File: src/hdl/assert_macros.svh
// Assertion helpers shared by the parser modules.
`ifndef ASSERT_MACROS_SVH
`define ASSERT_MACROS_SVH

// Property must hold on every clock edge outside reset.
`define JFP_ASSERT(lbl, clk, rst_n, prop) \
  lbl: assert property (@(posedge clk) disable iff (!rst_n) (prop)) \
    else $error("assertion failed: %m");

// Condition must never be true on a clock edge outside reset.
`define JFP_NEVER(lbl, clk, rst_n, cond) \
  lbl: assert property (@(posedge clk) disable iff (!rst_n) !(cond)) \
    else $error("forbidden condition seen: %m");

`endif

File: src/hdl/jfp_pkg.sv
// ----------------------------------------------------------------------------
// jfp_pkg
// Types, codes and constants of the JFIF frame header parser.
// ----------------------------------------------------------------------------
package jfp_pkg;

  localparam int unsigned QueueDepth = 4;
  localparam int unsigned QPtrW      = $clog2(QueueDepth);

  localparam logic [3:0]  PosSat     = 4'd12;
  localparam logic [3:0]  PosHeadEnd = 4'd11;
  localparam logic [3:0]  PosLenHi   = 4'd4;
  localparam logic [3:0]  PosLenLo   = 4'd5;
  localparam logic [3:0]  PosJpegEnd = 4'd2;

  localparam logic [15:0] MarkerSof0 = 16'hFFC0;
  localparam logic [15:0] MarkerSofE = 16'hFFCF;
  localparam logic [15:0] MarkerSos  = 16'hFFDA;
  localparam logic [7:0]  MarkerPfx  = 8'hFF;
  localparam logic [7:0]  EoiLow     = 8'hD9;
  localparam logic [15:0] MinSegLen  = 16'd2;

  typedef enum logic [2:0] {
    ST_OK       = 3'd0,
    ST_NOT_JPEG = 3'd1,
    ST_NOT_JFIF = 3'd2,
    ST_PARSE    = 3'd3,
    ST_BAD_COMP = 3'd4
  } jfp_status_e;

  typedef enum logic [2:0] {
    PH_LEN    = 3'd0,
    PH_SKIP   = 3'd1,
    PH_MARKER = 3'd2,
    PH_SOF    = 3'd3,
    PH_DONE   = 3'd4
  } jfp_phase_e;

  // Field offsets inside the SOF segment, counted from the first length byte after the marker.
  localparam logic [2:0] SofPrec  = 3'd2;
  localparam logic [2:0] SofHgtHi = 3'd3;
  localparam logic [2:0] SofHgtLo = 3'd4;
  localparam logic [2:0] SofWidHi = 3'd5;
  localparam logic [2:0] SofWidLo = 3'd6;
  localparam logic [2:0] SofComp  = 3'd7;

  typedef struct packed {
    logic [7:0] data_byte;
    logic       last_byte;
  } jfp_in_t;

  typedef struct packed {
    jfp_status_e status;
    logic [15:0] image_width;
    logic [15:0] image_height;
    logic [7:0]  channel_count;
    logic [7:0]  sample_precision;
  } jfp_out_t;

  // One classified byte as handed from the front end to the segment walker.
  typedef struct packed {
    logic [7:0] data_byte;
    logic       last_byte;
    logic       walk;       // offset 4 or later
    logic       short_file; // offset below 11
    logic       ends_eoi;   // this byte closes an FFD9 pair
    logic       start_ok;   // SOI check so far, this byte included
    logic       jfif_ok;    // APP0/JFIF check so far, this byte included
  } jfp_tok_t;

  // Expected file bytes at the start; the APP0 length bytes are not compared.
  function automatic logic [7:0] head_byte(input logic [3:0] pos);
    logic [7:0] v;
    case (pos)
      4'd0:    v = 8'hFF;
      4'd1:    v = 8'hD8;
      4'd2:    v = 8'hFF;
      4'd3:    v = 8'hE0;
      4'd6:    v = 8'h4A;
      4'd7:    v = 8'h46;
      4'd8:    v = 8'h49;
      4'd9:    v = 8'h46;
      default: v = 8'h00;
    endcase
    return v;
  endfunction

endpackage

File: src/hdl/jfp_front.sv
// ----------------------------------------------------------------------------
// jfp_front
// Accepts file bytes, checks the fixed header and the end marker, and tags
// each byte for the segment walker.
// ----------------------------------------------------------------------------
module jfp_front (
  input  logic              clk_i,
  input  logic              rst_ni,
  input  logic              in_valid_i,
  output logic              in_stall_o,
  input  jfp_pkg::jfp_in_t  in_data_i,
  input  logic              q_full_i,
  output logic              q_push_o,
  output jfp_pkg::jfp_tok_t q_tok_o
);
  import jfp_pkg::*;

  logic [3:0] pos_q, pos_d;
  logic [7:0] prev_q, prev_d;
  logic       start_ok_q, start_ok_d;
  logic       jfif_ok_q, jfif_ok_d;
  logic       checked, mismatch;

  assign in_stall_o = q_full_i;
  assign q_push_o   = in_valid_i && !q_full_i;

  always_comb begin
    checked  = (pos_q < PosHeadEnd) && (pos_q != PosLenHi) && (pos_q != PosLenLo);
    mismatch = checked && (in_data_i.data_byte != head_byte(pos_q));

    start_ok_d = start_ok_q;
    jfif_ok_d  = jfif_ok_q;
    if (mismatch) begin
      if (pos_q < PosJpegEnd) begin
        start_ok_d = 1'b0;
      end else begin
        jfif_ok_d = 1'b0;
      end
    end

    q_tok_o.data_byte  = in_data_i.data_byte;
    q_tok_o.last_byte  = in_data_i.last_byte;
    q_tok_o.walk       = (pos_q >= PosLenHi);
    q_tok_o.short_file = (pos_q < PosHeadEnd);
    q_tok_o.ends_eoi   = (pos_q != 4'd0) && (prev_q == MarkerPfx)
                         && (in_data_i.data_byte == EoiLow);
    q_tok_o.start_ok   = start_ok_d;
    q_tok_o.jfif_ok    = jfif_ok_d;

    pos_d  = (pos_q < PosSat) ? pos_q + 4'd1 : pos_q;
    prev_d = in_data_i.data_byte;
  end

  always_ff @(posedge clk_i or negedge rst_ni) begin
    if (!rst_ni) begin
      pos_q      <= '0;
      prev_q     <= '0;
      start_ok_q <= 1'b1;
      jfif_ok_q  <= 1'b1;
    end else if (q_push_o) begin
      if (in_data_i.last_byte) begin
        pos_q      <= '0;
        prev_q     <= '0;
        start_ok_q <= 1'b1;
        jfif_ok_q  <= 1'b1;
      end else begin
        pos_q      <= pos_d;
        prev_q     <= prev_d;
        start_ok_q <= start_ok_d;
        jfif_ok_q  <= jfif_ok_d;
      end
    end
  end

  `include "assert_macros.svh"

  `JFP_ASSERT(a_pos_sat, clk_i, rst_ni, pos_q <= PosSat)
  `JFP_NEVER(a_jpeg_before_jfif, clk_i, rst_ni, (pos_q < PosJpegEnd) && !jfif_ok_q)

endmodule

File: src/hdl/jfp_queue.sv
// ----------------------------------------------------------------------------
// jfp_queue
// Small FIFO of classified bytes between the front end and the walker.
// ----------------------------------------------------------------------------
module jfp_queue (
  input  logic              clk_i,
  input  logic              rst_ni,
  input  logic              push_i,
  input  jfp_pkg::jfp_tok_t push_tok_i,
  output logic              full_o,
  input  logic              pop_i,
  output logic              pop_valid_o,
  output jfp_pkg::jfp_tok_t pop_tok_o
);
  import jfp_pkg::*;

  jfp_tok_t         mem_q [QueueDepth];
  logic [QPtrW-1:0] wr_ptr_q, rd_ptr_q;
  logic [QPtrW:0]   count_q;

  assign full_o      = (count_q == (QPtrW+1)'(QueueDepth));
  assign pop_valid_o = (count_q != '0);
  assign pop_tok_o   = mem_q[rd_ptr_q];

  always_ff @(posedge clk_i) begin
    if (push_i) begin
      mem_q[wr_ptr_q] <= push_tok_i;
    end
  end

  always_ff @(posedge clk_i or negedge rst_ni) begin
    if (!rst_ni) begin
      wr_ptr_q <= '0;
      rd_ptr_q <= '0;
      count_q  <= '0;
    end else begin
      if (push_i) begin
        wr_ptr_q <= wr_ptr_q + 1'b1;
      end
      if (pop_i) begin
        rd_ptr_q <= rd_ptr_q + 1'b1;
      end
      if (push_i && !pop_i) begin
        count_q <= count_q + 1'b1;
      end else if (pop_i && !push_i) begin
        count_q <= count_q - 1'b1;
      end
    end
  end

  `include "assert_macros.svh"

  `JFP_NEVER(a_no_overflow, clk_i, rst_ni, push_i && full_o)
  `JFP_NEVER(a_no_underflow, clk_i, rst_ni, pop_i && !pop_valid_o)

endmodule

File: src/hdl/jfp_back.sv
// ----------------------------------------------------------------------------
// jfp_back
// Walks the marker segments, captures the SOF fields and builds the result
// on the final byte of the file.
// ----------------------------------------------------------------------------
module jfp_back (
  input  logic              clk_i,
  input  logic              rst_ni,
  input  logic              tok_valid_i,
  input  jfp_pkg::jfp_tok_t tok_i,
  output logic              tok_pop_o,
  output logic              out_valid_o,
  input  logic              out_stall_i,
  output jfp_pkg::jfp_out_t out_data_o
);
  import jfp_pkg::*;

  jfp_phase_e  phase_q, phase_d;
  logic [15:0] skip_q, skip_d;
  logic [7:0]  word_hi_q, word_hi_d;
  logic [2:0]  field_q, field_d;
  logic        failed_q, failed_d;
  logic        found_q, found_d;
  logic [15:0] width_q, width_d;
  logic [15:0] height_q, height_d;
  logic [7:0]  prec_q, prec_d;
  logic [7:0]  comp_q, comp_d;
  logic [15:0] word;
  logic        out_free;
  logic        emit;
  jfp_status_e status;
  jfp_out_t    res;
  jfp_out_t    out_q;
  logic        out_valid_q;

  assign out_free    = !out_valid_q || !out_stall_i;
  assign tok_pop_o   = tok_valid_i && (!tok_i.last_byte || out_free);
  assign emit        = tok_pop_o && tok_i.last_byte;
  assign out_valid_o = out_valid_q;
  assign out_data_o  = out_q;

  always_comb begin
    word      = {word_hi_q, tok_i.data_byte};
    phase_d   = phase_q;
    skip_d    = skip_q;
    word_hi_d = word_hi_q;
    field_d   = field_q;
    failed_d  = failed_q;
    found_d   = found_q;
    width_d   = width_q;
    height_d  = height_q;
    prec_d    = prec_q;
    comp_d    = comp_q;

    if (tok_i.walk) begin
      case (phase_q)
        PH_LEN: begin
          if (field_q == '0) begin
            word_hi_d = tok_i.data_byte;
            field_d   = 3'd1;
          end else begin
            field_d = '0;
            if (word <= MinSegLen) begin
              failed_d = 1'b1;
              phase_d  = PH_DONE;
            end else begin
              skip_d  = word - MinSegLen;
              phase_d = PH_SKIP;
            end
          end
        end
        PH_SKIP: begin
          skip_d = skip_q - 16'd1;
          if (skip_d == '0) begin
            phase_d = PH_MARKER;
          end
        end
        PH_MARKER: begin
          if (field_q == '0) begin
            word_hi_d = tok_i.data_byte;
            field_d   = 3'd1;
          end else begin
            field_d = '0;
            if ((word >= MarkerSof0) && (word < MarkerSofE)) begin
              phase_d = PH_SOF;
            end else if (word == MarkerSos) begin
              failed_d = 1'b1;
              phase_d  = PH_DONE;
            end else begin
              phase_d = PH_LEN;
            end
          end
        end
        PH_SOF: begin
          case (field_q)
            SofPrec:  prec_d    = tok_i.data_byte;
            SofHgtHi: word_hi_d = tok_i.data_byte;
            SofHgtLo: height_d  = word;
            SofWidHi: word_hi_d = tok_i.data_byte;
            SofWidLo: width_d   = word;
            SofComp: begin
              comp_d  = tok_i.data_byte;
              found_d = 1'b1;
              phase_d = PH_DONE;
            end
            default: ;
          endcase
          field_d = field_q + 3'd1;
        end
        default: ;
      endcase
    end

    if (!tok_i.start_ok || !tok_i.ends_eoi) begin
      status = ST_NOT_JPEG;
    end else if (!tok_i.jfif_ok || tok_i.short_file) begin
      status = ST_NOT_JFIF;
    end else if (failed_d || !found_d) begin
      status = ST_PARSE;
    end else if ((comp_d != 8'd1) && (comp_d != 8'd3)) begin
      status = ST_BAD_COMP;
    end else begin
      status = ST_OK;
    end

    res.status           = status;
    res.image_width      = (status == ST_OK) ? width_d  : '0;
    res.image_height     = (status == ST_OK) ? height_d : '0;
    res.channel_count    = (status == ST_OK) ? comp_d   : '0;
    res.sample_precision = (status == ST_OK) ? prec_d   : '0;
  end

  always_ff @(posedge clk_i or negedge rst_ni) begin
    if (!rst_ni) begin
      phase_q   <= PH_LEN;
      skip_q    <= '0;
      word_hi_q <= '0;
      field_q   <= '0;
      failed_q  <= 1'b0;
      found_q   <= 1'b0;
    end else if (tok_pop_o) begin
      if (tok_i.last_byte) begin
        phase_q   <= PH_LEN;
        skip_q    <= '0;
        word_hi_q <= '0;
        field_q   <= '0;
        failed_q  <= 1'b0;
        found_q   <= 1'b0;
      end else begin
        phase_q   <= phase_d;
        skip_q    <= skip_d;
        word_hi_q <= word_hi_d;
        field_q   <= field_d;
        failed_q  <= failed_d;
        found_q   <= found_d;
      end
    end
  end

  // Captured SOF fields only matter once found_q is set, so they need no reset.
  always_ff @(posedge clk_i) begin
    if (tok_pop_o) begin
      width_q  <= width_d;
      height_q <= height_d;
      prec_q   <= prec_d;
      comp_q   <= comp_d;
    end
  end

  always_ff @(posedge clk_i or negedge rst_ni) begin
    if (!rst_ni) begin
      out_valid_q <= 1'b0;
    end else if (emit) begin
      out_valid_q <= 1'b1;
    end else if (!out_stall_i) begin
      out_valid_q <= 1'b0;
    end
  end

  always_ff @(posedge clk_i) begin
    if (emit) begin
      out_q <= res;
    end
  end

  `include "assert_macros.svh"

  `JFP_NEVER(a_found_and_failed, clk_i, rst_ni, found_q && failed_q)
  `JFP_ASSERT(a_ok_components, clk_i, rst_ni,
    (out_valid_q && (out_q.status == ST_OK)) |->
      ((out_q.channel_count == 8'd1) || (out_q.channel_count == 8'd3)))
  `JFP_ASSERT(a_error_zeroed, clk_i, rst_ni,
    (out_valid_q && (out_q.status != ST_OK)) |->
      ((out_q.image_width == '0) && (out_q.image_height == '0)))
  `JFP_ASSERT(a_skip_nonzero, clk_i, rst_ni, (phase_q == PH_SKIP) |-> (skip_q != '0))

endmodule

File: src/hdl/jfif_frame_header_parser_top.sv
// ----------------------------------------------------------------------------
// jfif_frame_header_parser_top
// Streams a JPEG file byte by byte, checks the SOI/APP0/JFIF header and the
// closing EOI marker, walks the marker segments and reports the frame size
// found in the first SOF segment.
// ----------------------------------------------------------------------------
//
//   Channel  Direction  Handshake                 Payload
//   in       input      in_valid_i / in_stall_o   jfp_in_t  (byte, last flag)
//   out      output     out_valid_o / out_stall_i jfp_out_t (status, frame)
//
// A new byte can be accepted in every cycle while the queue is not full.
// The front end checks the fixed header and the EOI pair and tags each byte.
// A four-entry queue lets the front end keep accepting while the result
// register is held by a stalled output; input stalls only when it fills.
// The walker retires one byte per cycle, but a file's final byte waits for
// the result register, and the result shows the cycle after it is popped.
// Reset returns every part to the start of a new file; no clearing pass.
//
// Exactly one transaction leaves the output per file, on the final byte.
// Status codes: ok, not JPEG, not JFIF, parse error, bad component count;
// the frame fields are zero unless the status is ok.
// ----------------------------------------------------------------------------
module jfif_frame_header_parser_top (
  input  logic              clk_i,
  input  logic              rst_ni,
  input  logic              in_valid_i,
  output logic              in_stall_o,
  input  jfp_pkg::jfp_in_t  in_data_i,
  output logic              out_valid_o,
  input  logic              out_stall_i,
  output jfp_pkg::jfp_out_t out_data_o
);
  import jfp_pkg::*;

  // Classified byte from the front end into the queue.
  logic     q_push;
  logic     q_full;
  jfp_tok_t q_push_tok;

  // Queue head toward the segment walker.
  logic     q_pop;
  logic     q_valid;
  jfp_tok_t q_head_tok;

  jfp_front u_front (
    .clk_i      (clk_i),
    .rst_ni     (rst_ni),
    .in_valid_i (in_valid_i),
    .in_stall_o (in_stall_o),
    .in_data_i  (in_data_i),
    .q_full_i   (q_full),
    .q_push_o   (q_push),
    .q_tok_o    (q_push_tok)
  );

  jfp_queue u_queue (
    .clk_i       (clk_i),
    .rst_ni      (rst_ni),
    .push_i      (q_push),
    .push_tok_i  (q_push_tok),
    .full_o      (q_full),
    .pop_i       (q_pop),
    .pop_valid_o (q_valid),
    .pop_tok_o   (q_head_tok)
  );

  // The walker pops ordinary bytes freely; the final byte of a file waits
  // until the result register can take its transaction.
  jfp_back u_back (
    .clk_i       (clk_i),
    .rst_ni      (rst_ni),
    .tok_valid_i (q_valid),
    .tok_i       (q_head_tok),
    .tok_pop_o   (q_pop),
    .out_valid_o (out_valid_o),
    .out_stall_i (out_stall_i),
    .out_data_o  (out_data_o)
  );

endmodule
File: config.mk
export PLATFORM = sky130hd
export DESIGN_NAME = jfif_frame_header_parser_top
export DESIGN_NICKNAME = d
export VERILOG_FILES = /design/src/hdl/jfp_pkg.sv /design/src/hdl/jfp_front.sv /design/src/hdl/jfp_queue.sv /design/src/hdl/jfp_back.sv /design/src/hdl/jfif_frame_header_parser_top.sv
export VERILOG_INCLUDE_DIRS = /design/src /design/src/hdl
export SDC_FILE = /design/constraint.sdc
export NUM_CORES = 1
export LEC_CHECK = 0
export BUFFER_PORTS_ARGS = -buffer_cell sky130_fd_sc_hd__buf_2
export CAP_MARGIN = 15
export CORE_ASPECT_RATIO = 1.1
export CORE_UTILIZATION = 35
export CTS_BUF_LIST = sky130_fd_sc_hd__clkbuf_8
export CTS_CLUSTER_SIZE = 40
export DETAILED_ROUTE_END_ITERATION = 6
export REMOVE_ABC_BUFFERS = 1
export SKIP_CTS_REPAIR_TIMING = 1
export SLEW_MARGIN = 20
export SYNTH_ARGS = -nofsm -noshare
export SYNTH_HDL_FRONTEND = slang
export SYNTH_SLANG_ARGS = --single-unit
File: constraint.sdc
create_clock -name clk_i -period 9.1 [get_ports clk_i]
set_clock_uncertainty 0.15 [all_clocks]
set_input_delay 2.73 -clock clk_i [delete_from_list [all_inputs] [get_ports clk_i]]
set_output_delay 2.73 -clock clk_i [all_outputs]
set_load 0.02 [all_outputs]
==> out/metrics.csv, run 1 <==
stage;metric;value;unit
sta;fmax;220.9;MHz
worst_setup_path;cp_num_buf_inv;3;
pwr;switching_share;39.34;%
die;rows;64;
logic_synthesis;synthArstFlopShare;25.84;%
placement;preCtsSetupSlack;4.025;ns
die;io_pins;66;
run;maxCapViolations;0;
global_route;overflow;0;
status;outcome;finished clean;
global_route;grt_pass1_vias;6294;
drt;drcViolationCount;0;
cts;clockBufferDepth;3;
placement;place_area;0.01059;mm2
sta;layout_setup_ws;4.573;ns
die;fp.dieW;162.5;um
worst_setup_path;critPathLaunchType;input port;
pwr;p_leak;4.318;nW
global_route;grt_max_degree;55;
worst_setup_path;path_delay_family;buffers and inverters;
cts;cts_root_buffer;clkbuf_8;
drt;first_pass_iters;5;
drt;drtAntennaViolNets;0;
worst_setup_path;cp_slowest_cell;inv_1;
die;die_area;0.02900;mm2
cts;cts_inserted_buffers;36;
pwr;pwr_density_cell;370.0;mW/mm2
drt;routed_via_density;5.144;
global_route;grt_first_pass_wirelength;33310;um
die;die_y;178.5;um
cts;h-tree-depth;2;
logic_synthesis;ys_ff_latch;209;
finish;fillerInstances;2650;
logic_synthesis;netlist_instances;789;
drt;wl_per_cell;16.69;um
sta;min_period;4.527;ns
finish;drive_above_1_share;22.81;%
logic_synthesis;syn_avg_cell_area;12.56;um2
pwr;intPower;2.535;mW
placement;place_congestion;0.8167;
logic_synthesis;synth_flop_cell;edfxtp_1;
cts;cts_tree;built;
sta;finalCritPeriodShare;49.75;%
pwr;share_comb_of_total_power;40.1;%
sta;slew_violations;0;
pwr;fin_total_pwr;4.179;mW
sta;finalSetupViolCount;0;
pwr;ir_drop;162.4;uV
logic_synthesis;yosys.area.top_type;edfxtp_1;
sta;hold_viol;0;
worst_setup_path;worst_ep_arrival_time;4.81;ns
drt;routed_wl;20910;um
logic_synthesis;ys_types;70;
placement;port-buffer-count;65;
sta;tightest_slew;1.001;ns
drt;drtIter0Drc;463;
cts;clkSlewWorstSetupHoldPaths;0.06;ns
worst_setup_path;endpoint_kind;register;
die;core-area;0.02787;mm2
logic_synthesis;synth_top_cells_by_count;155 x edfxtp_1, 69 x nand2_1, 52 x dfrtp_1;
worst_setup_path;worst_path_largest_cell_delay;0.62;ns
global_route;grt_antenna_before_repair;0;
worst_setup_path;crit_fanout;23;
logic_synthesis;synth_top_area_share;46.95;%
drt;vias;6445;
finish;multi_input_area;0.003656;mm2
worst_setup_path;worstSetupPathType;input port to register;
pwr;p_clk_share;19.3;%
die;initial_utilization;35.57;%
pwr;p_seq_share;40.6;%
sta;timing.slew.headroom;33.09;%
sta;rsz0062_at_grt;no;
finish;fin_area;0.01129;mm2
cts;clk_latency;0.54;ns
logic_synthesis;synth_edf_count;155;
finish;final_nets;894;
worst_setup_path;path_cells;buf_2 > nand2b_1 > inv_1 > ha_1 > inv_1 > fa_1 > xor2_1 > nor2_1 > xor2_1;
finish;antenna-diode-count;0;
logic_synthesis;syn_area;0.009913;mm2
logic_synthesis;synth.most_common_cell;edfxtp_1;
logic_synthesis;synth-warning-count;0;
logic_synthesis;ys_seq_area_share;60.61;%
logic_synthesis;yosys-top-cells-area;edfxtp_1 47%, dfrtp_1 13%, mux2_2 5.6%;
finish;area_growth;13.93;%
pwr;p_switching;1.644;mW
sta;setup_tns;0;ns
min_path;holdCritPathClass;register to register;
worst_setup_path;crit_required;9.38;ns
finish;seq_area;0.006008;mm2
global_route;globalRouteTotalUtil;14.74;%
placement;dpl.hpwl;13560;um
cts;cts_sinks;209;
## area by class of cell
class,instances,share of cell area [%]
clock buffers,41,4.996
multi-input cells,516,32.37
inverters,28,0.9305
well taps,363,4.021
repair buffers,71,3.346
flip-flops and latches,209,53.20
clock inverters,25,1.141
## cell families (layout without fill, tap and decap cells)
group	count (synthesis)	in the layout	share of synthesized area (%)
fa+ha+maj	19	19	2.474
xor+xnor	29	29	2.562
flops	209	209	60.61
compound gates	123	123	8.280
buf+inv	69	165	2.953
mux	61	61	8.040
other cells	1	6	0.03783
simple gates	278	278	15.05
## per-stage QoR
step           hold slack, ns  util (%)  cells
2_1_floorplan          0.2819         -    753
3_3_place_gp           0.3027     37.98   1186
3_5_place_dp           0.3071     37.98   1186
4_1_cts                0.3218     40.47   1252
5_1_grt                0.3391     40.53   1253
6_report               0.3200     40.53   1253
## state kept, by name, summed over array words and instances, names as in the netlist, 3 cells and up
signal and count:
u_back.out_data_o 51, u_back.field_q 3, u_queue.mem_q 56, u_back.width_q 16
u_back.height_q 16, u_back.word_hi_q 8, u_back.prec_q 8, u_front.pos_q 4
u_back.skip_q 16, u_front.prev_q 8, u_back.comp_q 8, u_back.phase_q 3
u_queue.count_q 3
## layer usage
metal  track usage, %  wire length (um)  share of wire, %
met5                0                 0                 0
met4            6.486               649               3.1
met3            2.837               964               4.6
met2            24.32             10020                48
met1            18.76              9280                44
## path summary, 6_finish.rpt
kind                       slack, ns                 from                    to  cells after the start
setup / recovery                4.57           in_valid_i    u_queue.count_q[2]                      9
hold / removal                  0.32    u_front.prev_q[6]     u_front.prev_q[6]                      2
setup reg to reg                5.19  u_queue.rd_ptr_q[1]  u_back.out_data_o[5]                      7
hold reg to reg                 0.32    u_front.prev_q[6]     u_front.prev_q[6]                      2
max in group asynchronous       6.06               rst_ni      u_back.skip_q[4]                      2
min in group asynchronous       2.21               rst_ni      u_front.pos_q[2]                      2
## worst reg2reg max path, stage by stage (launching register included)
cell	delay (ns)
dfrtp_1	0.75
mux4_2	0.62
nor4_4	0.59
nand4b_2	0.29
a2bb2oi_1	0.28
o211ai_4	0.64
buf_8	0.26
nor2b_1	0.08
## power by group through the flow
stage,registers [mW],clock network (mW),logic (mW)
2_1_floorplan,1.82,0,1.06
3_3_place_gp,1.71,0,1.67
3_5_place_dp,1.72,0,1.69
4_1_cts,1.70,0.828,1.69
5_1_grt,1.75,0.866,1.85
6_report,1.70,0.805,1.68
## cell usage in the layout (no fill, tap or decap), types with 4 or more instances in the layout
| cell type | count |
|---|---|
| o21a_1 | 4 |
| mux4_2 | 10 |
| nor2b_1 | 51 |
| nand3b_1 | 11 |
| nand2b_1 | 4 |
| clkinv_2 | 4 |
| xnor2_1 | 15 |
| inv_1 | 39 |
| edfxtp_1 | 155 |
| or2_2 | 8 |
| o22ai_1 | 5 |
| nor3b_1 | 5 |
| a32o_1 | 4 |
| nor3_1 | 25 |
| a21oi_1 | 17 |
| dfrtp_1 | 52 |
| ha_1 | 18 |
| clkbuf_8 | 41 |
| buf_4 | 5 |
| nor4_1 | 5 |
| nand3_1 | 18 |
| or4_1 | 4 |
| xor2_1 | 14 |
| buf_2 | 65 |
| a31oi_1 | 8 |
| mux2_2 | 49 |
| nand2_1 | 69 |
| clkinvlp_4 | 4 |
| conb_1 | 6 |
| and2_1 | 7 |
| nand4_1 | 10 |
| or3_1 | 7 |
| nor2_1 | 39 |
| o21ai_0 | 44 |
Power figures use the tool's default switching activity.
==> run 2: changes to the inputs <==
clock period = 3.7 ns   (was 9.1 ns; I/O delays follow)
==> run 2 against run 1 <==
Compared with the run above:
- critical path depth down 1
- die area unchanged
- wire length is 4.1% higher
- cell area up 2.9%
- flip-flop and latch count unchanged
- non-clock buffer count up 25
- critical endpoint is now u_back.out_data_o[7]
- largest cell class unchanged
==> out/metrics.csv, run 2 (synthesis gave the netlist of run 1 again) <==
stage;metric;value;unit;change
global_route;grt_max_degree;54;;was 55
global_route;globalRouteTotalUtil;15.51;%;was 14.74%
finish;final_nets;921;;was 894
pwr;p_switching;4.126;mW;was 1.644 mW
cts;cts_tree;built;;unchanged
worst_setup_path;crit_fanout;42;;was 23
die;initial_utilization;35.57;%;unchanged
placement;preCtsSetupSlack;0.5611;ns;was 4.025 ns
pwr;intPower;6.655;mW;was 2.535 mW
finish;drive_above_1_share;25.14;%;was 22.81%
cts;clk_latency;0.54;ns;about the same
worst_setup_path;critPathLaunchType;register;;was input port
finish;largest_reg_flops;56;;unchanged
die;fp.dieW;162.5;um;unchanged
sta;layout_setup_ws;0.5914;ns;was 4.573 ns
worst_setup_path;worst-path-stages;8;;was 9
placement;dpl.hpwl;14540;um;was 13560 um
drt;drcViolationCount;0;;unchanged
pwr;switching_share;38.27;%;was 39.34%
cts;clkSlewWorstSetupHoldPaths;0.06;ns;about the same
global_route;grt_antenna_before_repair;0;;unchanged
pwr;p_seq_share;38.7;%;was 40.6%
drt;wl_per_cell;16.97;um;was 16.69 um
global_route;grt_first_pass_wirelength;35000;um;was 33310 um
run;maxCapViolations;0;;unchanged
placement;place_congestion;0.8352;;was 0.8167
worst_setup_path;worst_ep_arrival_time;3.23;ns;was 4.81 ns
cts;clockBufferDepth;3;;unchanged
min_path;holdCritPathClass;register to register;;unchanged
die;io_pins;66;;unchanged
worst_setup_path;worstSetupPathType;register to register;;was input port to register
sta;slew_violations;0;;unchanged
sta;hold_viol;0;;unchanged
drt;first_pass_iters;5;;unchanged
placement;port-buffer-count;65;;unchanged
sta;whs;0.3202;ns;was 0.3200 ns
sta;finalCritPeriodShare;84.02;%;
cts;cts_inserted_buffers;38;;was 36
worst_setup_path;path_delay_family;simple AND/OR/NAND/NOR gates;;was buffers and inverters
global_route;overflow;0;;unchanged
sta;finalSetupViolCount;0;;unchanged
sta;tightest_slew;0.9409;ns;was 1.001 ns
pwr;p_leak;4.517;nW;was 4.318 nW
finish;antenna-diode-count;0;;unchanged
global_route;grt_pass1_vias;6555;;was 6294
finish;final_common_cell;edfxtp_1;;unchanged
sta;min_period;3.109;ns;
worst_setup_path;crit_required;3.82;ns;was 9.38 ns
drt;vias;6486;;was 6445
cts;h-tree-depth;2;;unchanged
die;rows;64;;unchanged
status;outcome;finished clean;;unchanged
die;die_area;0.02900;mm2;unchanged
sta;timing.slew.headroom;37.28;%;was 33.09%
pwr;share_comb_of_total_power;39.6;%;was 40.1%
worst_setup_path;path_cells;buf_4 > mux4_2 > nor4b_1 > nand4b_2 > a2bb2oi_1 > o211ai_4 > buf_12 > nor2b_1;;was buf_2 > nand2b_1 > inv_1 > ha_1 > inv_1 > fa_1 > xor2_1 > nor2_1 > xor2_1
drt;drtAntennaViolNets;0;;unchanged
worst_setup_path;reg2regPathDepth;8;;was 7
die;core-area;0.02787;mm2;unchanged
worst_setup_path;cp_num_buf_inv;2;;was 3
pwr;pwr_density_cell;927.8;mW/mm2;was 370.0 mW/mm2
drt;drtIter0Drc;461;;was 463
cts;cts_sinks;209;;unchanged
drt;routed_via_density;5.059;;was 5.144
sta;rsz0062_at_grt;no;;unchanged
die;die_y;178.5;um;unchanged
worst_setup_path;worst_path_largest_cell_delay;0.53;ns;was 0.62 ns
drt;routed_wl;21760;um;was 20910 um
pwr;p_clk_share;21.7;%;was 19.3%
finish;area_growth;17.22;%;was 13.93%
worst_setup_path;endpoint_kind;register;;unchanged
finish;regMostFlops;u_queue.mem_q;;unchanged
sta;fmax;321.7;MHz;
pwr;fin_total_pwr;10.78;mW;was 4.179 mW
min_path;hold_depth;2;;unchanged
pwr;ir_drop;416.2;uV;was 162.4 uV
finish;final_cell_mix;155 x edfxtp_1, 69 x nand2_1, 65 x buf_2;;unchanged
cts;cts_root_buffer;clkbuf_8;;unchanged
worst_setup_path;cp_slowest_cell;mux4_2;;was inv_1
## run 2: cell types whose count changed in the layout (fill, tap and decap cells not counted), sizes merged
cell,before,now
clkbuf,41,43
clkinvlp,4,1
inv,42,41
buf,71,96
bufinv,0,4
clkinv,7,9
## run 2: worst paths after layout
path	start	to	slack, ns
max in group asynchronous	rst_ni	u_front.jfif_ok_q	2.07
worst max register to register	u_queue.rd_ptr_q[0]	u_back.out_data_o[7]	0.59
worst min register to register	u_front.prev_q[5]	u_front.prev_q[5]	0.32
worst min-delay path	u_front.prev_q[5]	u_front.prev_q[5]	0.32
worst max-delay path	u_queue.rd_ptr_q[0]	u_back.out_data_o[7]	0.59
min in group asynchronous	rst_ni	u_back.found_q	0.58
## run 2: power groups by stage
| stage | sequential (mW) | clock (mW) | combinational, mW |
|---|---|---|---|
| after CTS | 4.19 | 2.39 | 4.31 |
| after detailed placement | 4.22 | 0 | 4.28 |
| after global placement | 4.20 | 0 | 4.24 |
| final | 4.18 | 2.34 | 4.27 |
| after floorplan | 4.48 | 0 | 2.62 |
| after global routing | 4.28 | 2.50 | 4.70 |
## run 2: worst min-delay path, stage by stage (launching register included)
cell     delay, ns
dfrtp_1       0.34
nand2_1       0.05
nand2_1       0.05
## run 2: final cells by class
type / instances / area (um2)
sequential: 209 / 6008
clock buffer: 43 / 591.8
fill: 2638 / 16250
inverter: 28 / 105.1
multi-input combinational: 516 / 3655
timing repair buffer: 96 / 570.5
clock inverter: 27 / 235.2
tap: 363 / 454.2
## run 2: stage by stage
| step | setup TNS [ns] | util, % | area, um2 | instances |
|---|---|---|---|---|
| after floorplan | -116.85 | - | 9744 | 753 |
| after global placement | 0 | 38.73 | 10790 | 1212 |
| after detailed placement | 0 | 38.73 | 10790 | 1212 |
| after CTS | 0 | 41.70 | 11620 | 1282 |
| after global routing | 0 | 41.70 | 11620 | 1282 |
| final | 0 | 41.70 | 11620 | 1282 |
## run 2: metal layers
metal / share of wire (%) / vias to the layer above / track usage, %
met5: 0 / - / 0
met4: 2.5 / 0 / 5.621
met2: 49 / 167 / 26.69
li1: - / 3108 / -
met1: 44 / 3170 / 19.41
met3: 4.3 / 41 / 2.767
